### config.mk
export PLATFORM = sky130hd
export DESIGN_NAME = affine_gap_local_alignment_rows_top
export DESIGN_NICKNAME = d
export VERILOG_FILES = /design/src/hdl/agla_pkg.sv /design/src/hdl/affine_gap_local_alignment_rows_top.sv /design/src/hdl/agla_ctrl.sv /design/src/hdl/agla_dp.sv
export SDC_FILE = /design/constraint.sdc
export NUM_CORES = 2
export LEC_CHECK = 0
export BUFFER_PORTS_ARGS = -buffer_cell sky130_fd_sc_hd__buf_2
export CORE_MARGIN = 4
export CORE_UTILIZATION = 60
export CTS_CLUSTER_DIAMETER = 60
export DETAILED_ROUTE_END_ITERATION = 7
export PLACE_DENSITY = 0.72
export SKIP_LAST_GASP = 1
export SYNTH_ARGS = -nofsm -noshare
export SYNTH_HDL_FRONTEND = slang
export SYNTH_SLANG_ARGS = --single-unit
### constraint.sdc
create_clock -name clk -period 18.9 [get_ports clk]
set_clock_uncertainty 0.2 [all_clocks]
set_input_delay 0 -clock clk [delete_from_list [all_inputs] [get_ports clk]]
set_output_delay 0 -clock clk [all_outputs]
set_load 0.05 [all_outputs]
### src/hdl/agla_pkg.sv
// Shared types and codes for the affine-gap local alignment block.
// No dependencies.
package agla_pkg;

	localparam logic ACT_LOAD   = 1'b0;
	localparam logic ACT_STREAM = 1'b1;

	localparam logic [1:0] REG_MATCH    = 2'd0;
	localparam logic [1:0] REG_MISMATCH = 2'd1;
	localparam logic [1:0] REG_GAP_OPEN = 2'd2;
	localparam logic [1:0] REG_GAP_EXT  = 2'd3;

	typedef enum logic [1:0] {
		ST_IDLE,
		ST_RUN,
		ST_DRAIN,
		ST_EMIT
	} state_t;

	typedef struct packed {
		logic load;   // store a query symbol
		logic start;  // begin a database row
		logic step;   // issue next column read
		logic emit;   // move row best to output register
	} cmd_t;

	typedef struct packed {
		logic len_zero;
		logic last_issue;
		logic out_busy;
	} status_t;

endpackage

### src/hdl/affine_gap_local_alignment_rows_top.sv
// Top level of the affine-gap local alignment row engine.
// Depends on agla_pkg, agla_ctrl and agla_dp.
//
// Query symbols load one beat each (tuser[0]=0, tuser[1] starts a new query);
// a database beat (tuser[0]=1, tuser[1] clears the stored rows) sweeps the
// stored query one column per cycle through a single cell update unit and
// gives one row_best beat; an empty query answers 0. The finished result
// sits in an output register, so a new beat is taken while it waits.
module affine_gap_local_alignment_rows_top import agla_pkg::*; #(
	parameter int MAX_QUERY  = 64,
	parameter int SCORE_BITS = 16
) (
	input  logic        clk,
	input  logic        arst_n,
	input  logic        cfg_we,
	input  logic [1:0]  cfg_index,
	input  logic [7:0]  cfg_data,
	input  logic        s_tvalid,
	output logic        s_tready,
	input  logic [7:0]  s_tdata,   // [7:0] symbol
	input  logic [1:0]  s_tuser,   // [0] action, [1] restart
	output logic        m_tvalid,
	input  logic        m_tready,
	output logic [15:0] m_tdata    // [15:0] row_best
);

	cmd_t    cmd;
	status_t st;

	agla_ctrl u_ctrl (
		.clk      (clk),
		.arst_n   (arst_n),
		.s_tvalid (s_tvalid),
		.action   (s_tuser[0]),
		.s_tready (s_tready),
		.st       (st),
		.cmd      (cmd)
	);

	agla_dp #(
		.MAX_QUERY  (MAX_QUERY),
		.SCORE_BITS (SCORE_BITS)
	) u_dp (
		.clk       (clk),
		.arst_n    (arst_n),
		.cfg_we    (cfg_we),
		.cfg_index (cfg_index),
		.cfg_data  (cfg_data),
		.symbol    (s_tdata),
		.restart   (s_tuser[1]),
		.cmd       (cmd),
		.st        (st),
		.m_tready  (m_tready),
		.m_tvalid  (m_tvalid),
		.m_tdata   (m_tdata)
	);

endmodule

### src/hdl/agla_ctrl.sv
// Sequencer for load, row sweep and result hand-off.
// Depends on agla_pkg.
module agla_ctrl import agla_pkg::*; (
	input  logic    clk,
	input  logic    arst_n,
	input  logic    s_tvalid,
	input  logic    action,
	output logic    s_tready,
	input  status_t st,
	output cmd_t    cmd
);

	state_t state_q, state_d;

	always_ff @(posedge clk or negedge arst_n) begin
		if (!arst_n) begin
			state_q <= ST_IDLE;
		end else begin
			state_q <= state_d;
		end
	end

	always_comb begin
		state_d  = state_q;
		cmd      = '0;
		s_tready = 1'b0;
		unique case (state_q)
			ST_IDLE: begin
				s_tready = 1'b1;
				if (s_tvalid) begin
					if (action == ACT_LOAD) begin
						cmd.load = 1'b1;
					end else begin
						cmd.start = 1'b1;
						state_d   = st.len_zero ? ST_EMIT : ST_RUN;
					end
				end
			end
			ST_RUN: begin
				cmd.step = 1'b1;
				if (st.last_issue) state_d = ST_DRAIN;
			end
			ST_DRAIN: begin
				state_d = ST_EMIT;
			end
			ST_EMIT: begin
				if (!st.out_busy) begin
					cmd.emit = 1'b1;
					state_d  = ST_IDLE;
				end
			end
			default: state_d = ST_IDLE;
		endcase
	end

endmodule

### src/hdl/agla_dp.sv
// Datapath: config registers, query and row memories, one cell update per cycle.
// Depends on agla_pkg.
module agla_dp import agla_pkg::*; #(
	parameter int MAX_QUERY  = 64,
	parameter int SCORE_BITS = 16
) (
	input  logic        clk,
	input  logic        arst_n,
	input  logic        cfg_we,
	input  logic [1:0]  cfg_index,
	input  logic [7:0]  cfg_data,
	input  logic [7:0]  symbol,
	input  logic        restart,
	input  cmd_t        cmd,
	output status_t     st,
	input  logic        m_tready,
	output logic        m_tvalid,
	output logic [15:0] m_tdata
);

	localparam int AW = (MAX_QUERY > 1) ? $clog2(MAX_QUERY) : 1;
	localparam int LW = $clog2(MAX_QUERY + 1);
	localparam int SB = SCORE_BITS;
	localparam int SW = SCORE_BITS + 2;

	logic signed [7:0] match_q, mismatch_q, gap_open_q, gap_ext_q;
	logic [LW-1:0]     qlen_q;
	logic              rows_ok_q, use_rows_q;
	logic [7:0]        sym_q;
	logic [AW-1:0]     rd_cnt_q;

	logic [7:0]    qmem [MAX_QUERY];
	logic [SB-1:0] hmem [MAX_QUERY];
	logic [SB-1:0] fmem [MAX_QUERY];

	logic [7:0]    q_rd_s1;
	logic [SB-1:0] h_rd_s1, f_rd_s1;
	logic [AW-1:0] col_s1;
	logic          vld_s1;

	logic [SB-1:0] diag_q, lh_q, le_q, best_q;
	logic          out_vld_q;
	logic [15:0]   out_q;

	function automatic logic signed [SW-1:0] sx8(input logic signed [7:0] v);
		return {{(SW-8){v[7]}}, v};
	endfunction

	function automatic logic signed [SW-1:0] ux(input logic [SB-1:0] v);
		return {2'b00, v};
	endfunction

	function automatic logic [SB-1:0] clampv(input logic signed [SW-1:0] v);
		if (v < 0) return '0;
		else if (v > ux({SB{1'b1}})) return {SB{1'b1}};
		else return v[SB-1:0];
	endfunction

	// config
	always_ff @(posedge clk or negedge arst_n) begin
		if (!arst_n) begin
			match_q    <= 8'sd2;
			mismatch_q <= -8'sd1;
			gap_open_q <= -8'sd3;
			gap_ext_q  <= -8'sd1;
		end else if (cfg_we) begin
			unique case (cfg_index)
				REG_MATCH:    match_q    <= cfg_data;
				REG_MISMATCH: mismatch_q <= cfg_data;
				REG_GAP_OPEN: gap_open_q <= cfg_data;
				REG_GAP_EXT:  gap_ext_q  <= cfg_data;
				default: ;
			endcase
		end
	end

	logic [LW-1:0] qlen_eff;
	logic          room;
	assign qlen_eff = restart ? '0 : qlen_q;
	assign room     = qlen_eff < LW'(MAX_QUERY);

	// rows written in full by every row sweep, so one flag tracks their validity
	always_ff @(posedge clk or negedge arst_n) begin
		if (!arst_n) begin
			qlen_q     <= '0;
			rows_ok_q  <= 1'b0;
			use_rows_q <= 1'b0;
			rd_cnt_q   <= '0;
			vld_s1     <= 1'b0;
		end else begin
			vld_s1 <= cmd.step;
			if (cmd.load) begin
				rows_ok_q <= 1'b0;
				qlen_q    <= room ? qlen_eff + 1'b1 : qlen_eff;
			end
			if (cmd.start) begin
				use_rows_q <= rows_ok_q & ~restart;
				if (qlen_q != '0) rows_ok_q <= 1'b1;
				rd_cnt_q <= '0;
			end else if (cmd.step) begin
				rd_cnt_q <= rd_cnt_q + 1'b1;
			end
		end
	end

	always_ff @(posedge clk) begin
		if (cmd.load && room) qmem[qlen_eff[AW-1:0]] <= symbol;
		if (cmd.start) sym_q <= symbol;
	end

	always_ff @(posedge clk) begin
		q_rd_s1 <= qmem[rd_cnt_q];
		h_rd_s1 <= hmem[rd_cnt_q];
		f_rd_s1 <= fmem[rd_cnt_q];
		col_s1  <= rd_cnt_q;
	end

	// cell update
	logic [SB-1:0]        up_h, up_f, f_new, e_new, h_new;
	logic signed [SW-1:0] f_a, f_b, e_a, e_b, d_s, m_ef, m_h;
	always_comb begin
		up_h  = use_rows_q ? h_rd_s1 : '0;
		up_f  = use_rows_q ? f_rd_s1 : '0;
		f_a   = ux(up_h) + sx8(gap_open_q);
		f_b   = ux(up_f) + sx8(gap_ext_q);
		f_new = clampv((f_a > f_b) ? f_a : f_b);
		e_a   = ux(lh_q) + sx8(gap_open_q);
		e_b   = ux(le_q) + sx8(gap_ext_q);
		e_new = clampv((e_a > e_b) ? e_a : e_b);
		d_s   = ux(diag_q) + sx8((q_rd_s1 == sym_q) ? match_q : mismatch_q);
		m_ef  = (e_new > f_new) ? ux(e_new) : ux(f_new);
		m_h   = (d_s > m_ef) ? d_s : m_ef;
		h_new = clampv(m_h);
	end

	always_ff @(posedge clk) begin
		if (vld_s1) begin
			hmem[col_s1] <= h_new;
			fmem[col_s1] <= f_new;
		end
	end

	always_ff @(posedge clk) begin
		if (cmd.start) begin
			diag_q <= '0;
			lh_q   <= '0;
			le_q   <= '0;
			best_q <= '0;
		end else if (vld_s1) begin
			diag_q <= up_h;
			lh_q   <= h_new;
			le_q   <= e_new;
			if (h_new > best_q) best_q <= h_new;
		end
	end

	logic [SB+15:0] best_w;
	assign best_w = {16'b0, best_q};

	always_ff @(posedge clk or negedge arst_n) begin
		if (!arst_n) begin
			out_vld_q <= 1'b0;
		end else if (cmd.emit) begin
			out_vld_q <= 1'b1;
		end else if (m_tready) begin
			out_vld_q <= 1'b0;
		end
	end

	always_ff @(posedge clk) begin
		if (cmd.emit) out_q <= (best_w > (SB+16)'(65535)) ? 16'hFFFF : best_w[15:0];
	end

	assign m_tvalid      = out_vld_q;
	assign m_tdata       = out_q;
	assign st.len_zero   = (qlen_q == '0);
	assign st.last_issue = (LW'(rd_cnt_q) == qlen_q - 1'b1);
	assign st.out_busy   = out_vld_q & ~m_tready;

endmodule

== After elaboration in Yosys (flattened, before gate mapping) ==
Memories as Yosys holds them, arrays and structs flattened. A register that Yosys moved wholly into a read port is not among the register bits.
Index checks and enable logic that the tools add are counted.

* Register bits after elaboration: 145
* RAM bits: 2560
* Input port bits: 25
* Output and inout port bits: 18
* Logic and storage cells: 111
* Memories kept: 3

* Add/sub/neg operators: 8
* $lt $le $gt $ge: 13
* Equality and inequality tests: 12
* Mux-type cells: 40
* Bitwise logic cells: 4
* Reductions and logical operators: 13

{| class="wikitable"
|+ Memories
! name !! words !! bits a word !! rd ports !! clocked after memory_dff !! wr ports !! line !! text
|-
| u_dp.fmem || 64 || 16 || 1 || 1 || 1 || agla_dp.sv:34 || <nowiki>logic [SB-1:0] fmem [MAX_QUERY];</nowiki>
|-
| u_dp.hmem || 64 || 16 || 1 || 1 || 1 || agla_dp.sv:33 || <nowiki>logic [SB-1:0] hmem [MAX_QUERY];</nowiki>
|-
| u_dp.qmem || 64 || 8 || 1 || 1 || 1 || agla_dp.sv:32 || <nowiki>logic [7:0] qmem [MAX_QUERY];</nowiki>
|}

{| class="wikitable"
|+ Operator list
! cell !! count
|-
| 16-bit two-way mux || 9
|-
| 17-bit by 8-bit adder with 18-bit output || 5
|-
| 18-bit by 17-bit > comparator with 1-bit output (second input constant) || 3
|-
| 18-bit > comparator || 3
|-
| 18-bit by 1-bit < comparator with 1-bit output (second input constant) || 3
|-
| 18-bit two-way mux || 3
|-
| 16-bit > comparator || 2
|-
| 16-bit > comparator (second input constant) || 1
|-
| 1-bit two-way mux || 15
|-
| 2-bit two-way mux || 7
|-
| 7-bit two-way mux || 2
|-
| 6-bit two-way mux || 2
|-
| 2-bit AND reduction || 5
|-
| 2-bit equality test (second input constant) || 4
|-
| 8-bit equality test || 1
|-
| 8-bit two-way mux || 1
|-
| 2-bit inequality test (second input constant) || 4
|-
| 2-bit one-hot mux with 4 select lines || 1
|-
| 7-bit by 1-bit adder with 7-bit output (second input constant) || 1
|-
| 6-bit by 7-bit equality test with 1-bit output || 1
|-
| 7-bit zero test || 1
|-
| 7-bit < comparator (second input constant) || 1
|-
| 7-bit nonzero test || 1
|-
| 7-bit by 1-bit subtractor with 7-bit output (second input constant) || 1
|-
| 8 further kinds || 13
|}

== Logic depth before layout (Yosys ltp) ==
* Depth in word-level cells: 16
* Gate-level depth with buffers: 62
* Mapped depth without buffers: 56

== By module ==
From an unflattened synthesis, not the netlist that was laid out.

* Cell total of the unflattened synthesis: 5442
* Area total of the unflattened synthesis: 111891.1 µm²

{| class="wikitable"
|+ Modules (own cells, without submodules)
! module !! times used !! cells an instance !! area an instance (µm²) !! seq. area each (µm²)
|-
| agla_dp || 1 || 5420 || 111679.6 || 81052.7
|-
| agla_ctrl || 1 || 22 || 211.5 || 50.0
|}

== Worst setup path before layout ==
No wires, ideal clock.

* Path kind: register to register
* Start point: reg u_dp.use_rows_q
* End point: reg u_dp.best_q[14]
* Library setup time: 0.137 ns
* Arrival time: 15.631 ns
* Required time: 18.563 ns
* Slack: 2.933 ns
* Cell stages (with the launch flop): 53
* Path buffers: 4
* Clock period less this slack: 15.967 ns
* Path through: dfrtp_1 -> clkbuf_1 -> and2_1 -> ha_1 -> inv_1 -> fa_1 -> nor2b_1 -> o31a_1 -> o221ai_1 -> o2bb2ai_1 -> and4b_1 -> nor3_1 -> inv_1 -> ha_1 -> and4_1 -> and4_1 -> a221o_1 -> a211oi_1 -> (+17 left out) -> o21a_1 -> o21a_1 -> o211ai_1 -> a211o_1 -> a21oi_1 -> o211a_1 -> a211o_1 -> clkbuf_1 -> nor3_1 -> a211oi_1 -> ha_1 -> nand4_1 -> or2_2 -> o311a_1 -> buf_1 -> nand2_1 -> clkbuf_1 -> o22ai_1

* Longest elaborated chain between the ends: 16
* Elaborated cells between the ends (all ways): 20
* Those cells by class: add/sub: 2; order compare: 8; mux: 9; reduce/logical: 1

{| class="wikitable"
|+ RTL lines
! element !! line !! text
|-
| start: declaration || agla_dp.sv:28 || <nowiki>logic rows_ok_q, use_rows_q;</nowiki>
|-
| start signal: assignment || agla_dp.sv:97 || <nowiki>use_rows_q <= rows_ok_q & ~restart;</nowiki>
|-
| 16-bit two-way mux (*) || agla_dp.sv:122 || <nowiki>up_h = use_rows_q ? h_rd_s1 : '0;</nowiki>
|-
| via u_dp.up_h[0] || agla_dp.sv:119 || <nowiki>logic [SB-1:0] up_h, up_f, f_new, e_new, h_new;</nowiki>
|-
| 17-bit by 8-bit adder with 18-bit output (*) || agla_dp.sv:124 || <nowiki>f_a = ux(up_h) + sx8(gap_open_q);</nowiki>
|-
| 18-bit > comparator || agla_dp.sv:126 || <nowiki>f_new = clampv((f_a > f_b) ? f_a : f_b);</nowiki>
|-
| 18-bit two-way mux (*) || agla_dp.sv:126 ||
|-
| 18-bit by 17-bit > comparator with 1-bit output || agla_dp.sv:55 || <nowiki>else if (v > ux({SB{1'b1}})) return {SB{1'b1}};</nowiki>
|-
| 16-bit two-way mux || agla_dp.sv:55 ||
|-
| 16-bit two-way mux (*) || agla_dp.sv:54 || <nowiki>if (v < 0) return '0;</nowiki>
|-
| via u_dp.f_new[2] || agla_dp.sv:119 ||
|-
| (+2 left out) || n/a ||
|-
| 18-bit > comparator || agla_dp.sv:132 || <nowiki>m_h = (d_s > m_ef) ? d_s : m_ef;</nowiki>
|-
| 18-bit two-way mux (*) || agla_dp.sv:132 ||
|-
| 18-bit by 17-bit > comparator with 1-bit output || agla_dp.sv:55 ||
|-
| 16-bit two-way mux || agla_dp.sv:55 ||
|-
| 16-bit two-way mux (*) || agla_dp.sv:54 ||
|-
| via u_dp.h_new[15] || agla_dp.sv:119 ||
|-
| 16-bit > comparator (*) || agla_dp.sv:153 || <nowiki>if (h_new > best_q) best_q <= h_new;</nowiki>
|-
| 2-bit AND reduction (no line) (*) || n/a ||
|-
| end signal: assignment || agla_dp.sv:153 ||
|-
| end: declaration || agla_dp.sv:41 || <nowiki>logic [SB-1:0] diag_q, lh_q, le_q, best_q;</nowiki>
|}

Mark *: on every way through the listed nets, which the timed path passes. The rest lies on a longest branch.
A chain may end at the register's enable or synchronous reset.

== Final worst setup path ==
* Start point: reg u_dp.use_rows_q
* End point: reg u_dp.best_q[2]

* Longest elaborated chain between the ends: 16
* Elaborated cells between the ends (all ways): 20
* Those cells by class: add/sub: 2; order compare: 8; mux: 9; reduce/logical: 1

{| class="wikitable"
|+ RTL lines
! element !! line
|-
| 16-bit two-way mux (*) || agla_dp.sv:122
|-
| via u_dp.up_h[0] || agla_dp.sv:119
|-
| 17-bit by 8-bit adder with 18-bit output (*) || agla_dp.sv:124
|-
| 18-bit > comparator || agla_dp.sv:126
|-
| 18-bit two-way mux (*) || agla_dp.sv:126
|-
| 18-bit by 17-bit > comparator with 1-bit output || agla_dp.sv:55
|-
| 16-bit two-way mux || agla_dp.sv:55
|-
| 16-bit two-way mux (*) || agla_dp.sv:54
|-
| via u_dp.f_new[2] || agla_dp.sv:119
|-
| (+2 left out) || n/a
|-
| 18-bit > comparator || agla_dp.sv:132
|-
| 18-bit two-way mux (*) || agla_dp.sv:132
|-
| 18-bit by 17-bit > comparator with 1-bit output || agla_dp.sv:55
|-
| 16-bit two-way mux || agla_dp.sv:55
|-
| 16-bit two-way mux (*) || agla_dp.sv:54
|-
| via u_dp.h_new[2] || agla_dp.sv:119
|-
| 16-bit > comparator || agla_dp.sv:153
|-
| 2-bit AND reduction (no line) || n/a
|}

Marked as above.

==> metrics.txt <==
# TYPE chip_impl_metric gauge
chip_impl_info{name="status",value="finished, final reports clean"} 1
chip_impl_info{name="critical_path_class",value="reg2reg"} 1
chip_impl_metric{name="mean_post_synth_cell_area",unit="sq um"} 20.8
chip_impl_metric{name="synth_cell_type_count",unit=""} 84
chip_impl_metric{name="fp.dieW",unit="um"} 439
chip_impl_metric{name="detail_route.wirelength",unit="mm"} 272
chip_impl_info{name="post_synth_main_area_contributors",value="edfxtp_1 70%, mux4_2 17%, dfxtp_1 2.0%, ha_1 1.9%, nor2_1 0.87%"} 1
chip_impl_metric{name="netlist_area_before_placement",unit="sq mm"} 0.111
chip_impl_metric{name="die_h",unit="um"} 439
chip_impl_metric{name="largest_net_degree_at_the_start_of_global_routing",unit=""} 140
chip_impl_metric{name="synth_compound_area_frac",unit=""} 0.0276
chip_impl_info{name="ctsRootBufferMaster",value="clkbuf_16"} 1
chip_impl_metric{name="critical_path.max_stage_delay",unit="ps"} 990
chip_impl_metric{name="setup-tns-final",unit="ps"} 0
chip_impl_metric{name="drtAntennaViolNets",unit=""} 0
chip_impl_metric{name="yosys-mux-area-fraction",unit=""} 0.177
chip_impl_metric{name="final_net_count",unit=""} 5837
chip_impl_metric{name="finalSetupViolCount",unit=""} 0
chip_impl_metric{name="synth.ff_latch_count",unit=""} 2745
chip_impl_metric{name="final_cells",unit=""} 8304
chip_impl_metric{name="postCtsResizedCells",unit=""} 0
chip_impl_metric{name="post-route-period-util",unit=""} 0.821
chip_impl_info{name="ys_dominant_reg_cell",value="edfxtp_1"} 1
chip_impl_metric{name="detailedPlace.worstSlack",unit="ps"} 3640
chip_impl_info{name="synth_top_area_cell",value="edfxtp_1"} 1
chip_impl_metric{name="count_of_flip_flops_with_a_built_in_enable_after_synthesis",unit=""} 2584
chip_impl_metric{name="die-area",unit="sq mm"} 0.192
chip_impl_info{name="post_synth_most_frequent_cells",value="2,584 x edfxtp_1, 840 x mux4_2, 257 x nor2_1, 196 x clkbuf_1, 173 x ha_1"} 1
chip_impl_metric{name="cts.sinks",unit=""} 2745
chip_impl_metric{name="numPlacedInstances",unit=""} 7763
chip_impl_metric{name="port_buffers",unit=""} 42
chip_impl_metric{name="cp_max_fo",unit=""} 67
chip_impl_metric{name="yosysSeqAreaShare",unit=""} 0.729
chip_impl_metric{name="post_synthesis_cells",unit=""} 5362
chip_impl_metric{name="clkTransAtPathRegs",unit="ps"} 60
chip_impl_metric{name="drt-wirelength-per-cell",unit="um"} 32.7
chip_impl_info{name="setup.worst_path.end_class",value="register"} 1
chip_impl_metric{name="required",unit="ps"} 19490
chip_impl_metric{name="hold_buffers",unit=""} 44
chip_impl_metric{name="initial_core_util",unit=""} 0.606
chip_impl_metric{name="detailedRoute.firstPassIterationCount",unit=""} 6
chip_impl_metric{name="final_layout_size_suffix_gt1_frac",unit=""} 0.277
chip_impl_metric{name="synth_top_area_share",unit=""} 0.697
chip_impl_metric{name="antenna_found_initial",unit=""} 15
chip_impl_metric{name="core-area",unit="sq mm"} 0.184
chip_impl_metric{name="finalCoreUtilization",unit=""} 0.679
chip_impl_metric{name="timing_hold_violations_final",unit=""} 0
chip_impl_info{name="worst_path_max_delay_cell",value="a211oi_1"} 1
chip_impl_metric{name="finalWorstSetupSlack",unit="ps"} 3380
chip_impl_info{name="cts_tree",value="done"} 1
chip_impl_metric{name="maxClockFrequency",unit="MHz"} 64.4
chip_impl_info{name="worstHoldPathType",value="in2async"} 1
chip_impl_metric{name="syn2layout_area_growth",unit="%"} 12.1
chip_impl_info{name="rsz0062_at_grt",value="false"} 1
chip_impl_info{name="dominant_combinational_cell_family_by_area_after_synthesis",value="multiplexers"} 1
chip_impl_metric{name="post-dp-hpwl",unit="mm"} 151
chip_impl_metric{name="max_cap_violations",unit=""} 0
chip_impl_metric{name="post_synth_and_or_nand_nor_area_fraction",unit=""} 0.0268
chip_impl_metric{name="worst_pin_slew",unit="ps"} 1320
chip_impl_metric{name="routabilityCongestion",unit=""} 0.887
chip_impl_metric{name="clock_insertion_delay_worst_skew",unit="ps"} 930
chip_impl_metric{name="post_detailed_route_drc_marker_count",unit=""} 0
chip_impl_metric{name="first_global_vias",unit=""} 56200
chip_impl_metric{name="postCtsSetupBuffers",unit=""} 0
chip_impl_metric{name="cts_h_tree_depth",unit=""} 5
chip_impl_metric{name="drt-vias-per-instance",unit=""} 6.77
chip_impl_metric{name="synth_warnings",unit=""} 0
chip_impl_metric{name="cp.arrival",unit="ps"} 16110
chip_impl_metric{name="post_synth_xor_xnor_area",unit=""} 0.00675
chip_impl_info{name="timing.critical_path.from_type",value="register"} 1
chip_impl_metric{name="grt_first_pass_wirelength",unit="mm"} 399
chip_impl_metric{name="final_period_minus_worst_setup_slack",unit="ps"} 15520
chip_impl_metric{name="filler_cell_count",unit=""} 11300
chip_impl_metric{name="ios",unit=""} 43
chip_impl_metric{name="remaining_global_route_overflow",unit=""} 0
chip_impl_info{name="library_cell_with_the_highest_instance_count_after_synthesis",value="edfxtp_1"} 1
chip_impl_metric{name="vias",unit=""} 56200
chip_impl_metric{name="globalRouteTotalUtil",unit=""} 0.288
chip_impl_metric{name="drtIter0Drc",unit=""} 7476
chip_impl_metric{name="rows",unit=""} 157
chip_impl_metric{name="timing.final.max_slew_violations",unit=""} 0
chip_impl_metric{name="cts_made_buffers",unit=""} 289
chip_impl_metric{name="ys_async_sr_fraction",unit=""} 0.0186
chip_impl_metric{name="yosys.area_share.adder",unit=""} 0.0203
chip_impl_metric{name="synth_nets",unit=""} 5565
chip_impl_metric{name="slew_headroom",unit=""} 0.110
chip_impl_metric{name="clockBufferDepth",unit=""} 4
==> per-stage QoR <==
step                      hold WS, ps  area, sq um
after floorplan                  -496       111000
after global placement          -52.2       115000
after detailed placement        -52.2       115000
after CTS                        44.5       125000
after global routing              138       125000
final                             112       125000
==> worst max-delay path: cells and delay by family, from the launching register on <==
kind                     cells  cell delay, ps
flip-flops                   1             910
buffers and inverters        8            1610
AO/OA/AOI/OAI               29            6910
adder cells (fa/ha/maj)      6            1940
AND/OR/NAND/NOR             13            3410
multiplexers                 1             400
==> cell families (layout without fill, tap and decap cells) <==
kind of cell | Yosys count | count (layout)
other | 0 | 3
AOI/OAI and AO/OA | 433 | 433
DFF | 2745 | 2745
muxes | 911 | 911
buffers and inverters | 378 | 853
xor gates and xnor gates | 84 | 84
adders and majority gates | 178 | 178
and+or+nand+nor | 633 | 633
==> registers in the layout, summed over array words and instances, names as in the netlist, 16 cells and up <==
register and count:
u_dp.hmem 1024, u_dp.h_rd_s1 16, u_dp.qmem 512, u_dp.f_rd_s1 16
u_dp.best_q 16, u_dp.fmem 1024, u_dp.diag_q 16, u_dp.m_tdata 16
u_dp.le_q 16, u_dp.lh_q 16
==> metal layers <==
layer / wire length, um / vias to the layer above / GRT usage / part of all wire
met2: 132000 / 3142 / 0.454 / 0.49
met1: 107000 / 29700 / 0.424 / 0.39
met4: 6930 / 8 / 0.0749 / 0.025
met5: 55 / - / 0 / 0.00020
li1: - / 22900 / - / -
met3: 25600 / 486 / 0.0549 / 0.094
==> cell usage in the layout, fill, tap and decap left out, types with 24 or more instances in the layout <==
cell type / netlist / final
a21o_1: 38 / 38
a21oi_1: 100 / 100
and2_1: 35 / 35
buf_2: 9 / 42
buf_4: 1 / 140
clkbuf_1: 196 / 53
clkbuf_16: 0 / 301
clkinv_1: 2 / 68
clkinv_2: 0 / 51
dfstp_2: 24 / 24
dfxtp_1: 110 / 110
dlygate4sd3_1: 0 / 44
edfxtp_1: 2584 / 2584
ha_1: 173 / 173
inv_1: 127 / 102
mux2_2: 43 / 43
mux2i_1: 28 / 28
mux4_2: 840 / 840
nand2_1: 110 / 110
nand3_1: 48 / 48
nor2_1: 257 / 194
nor2_4: 0 / 63
nor2b_1: 24 / 24
nor3_1: 49 / 46
o21ai_0: 63 / 63
xnor2_1: 46 / 46
xor2_1: 37 / 37
==> final timing paths <==
kind                                             start                      endpoint  slack [ps]  cells after the start
min reg2reg                 u_dp.lh_q[12]$_SDFFE_PP0P_    u_dp.lh_q[12]$_SDFFE_PP0P_         280                      2
max in group asynchronous                       arst_n  u_dp.rd_cnt_q[2]$_DFFE_PN0P_       17850                      4
max                        u_dp.use_rows_q$_DFFE_PN0P_   u_dp.best_q[2]$_SDFFE_PP0P_        3380                     57
min                                             arst_n    u_dp.qlen_q[3]$_DFFE_PN0P_         110                      4
min in group clk                            s_tdata[1]    u_dp.qmem[40][1]$_DFFE_PP_         120                      3
max reg2reg                u_dp.use_rows_q$_DFFE_PN0P_   u_dp.best_q[2]$_SDFFE_PP0P_        3380                     57
==> area by class of cell <==
class	count	area [sq um]	share of cell area
Timing Repair Buffer	230	1780	0.0143
Clock inverter	130	1110	0.00887
Tap cell	2464	3080	0.0247
Inverter	129	484	0.00388
Sequential cell	2745	81100	0.650
Multi-Input combinational cell	2239	29300	0.235
Antenna cell	3	7.51	0.0000602
Clock buffer	364	7870	0.0631
Power is not shown: default switching activity piles up to over one toggle a cycle in this logic, so the estimate is an artifact.
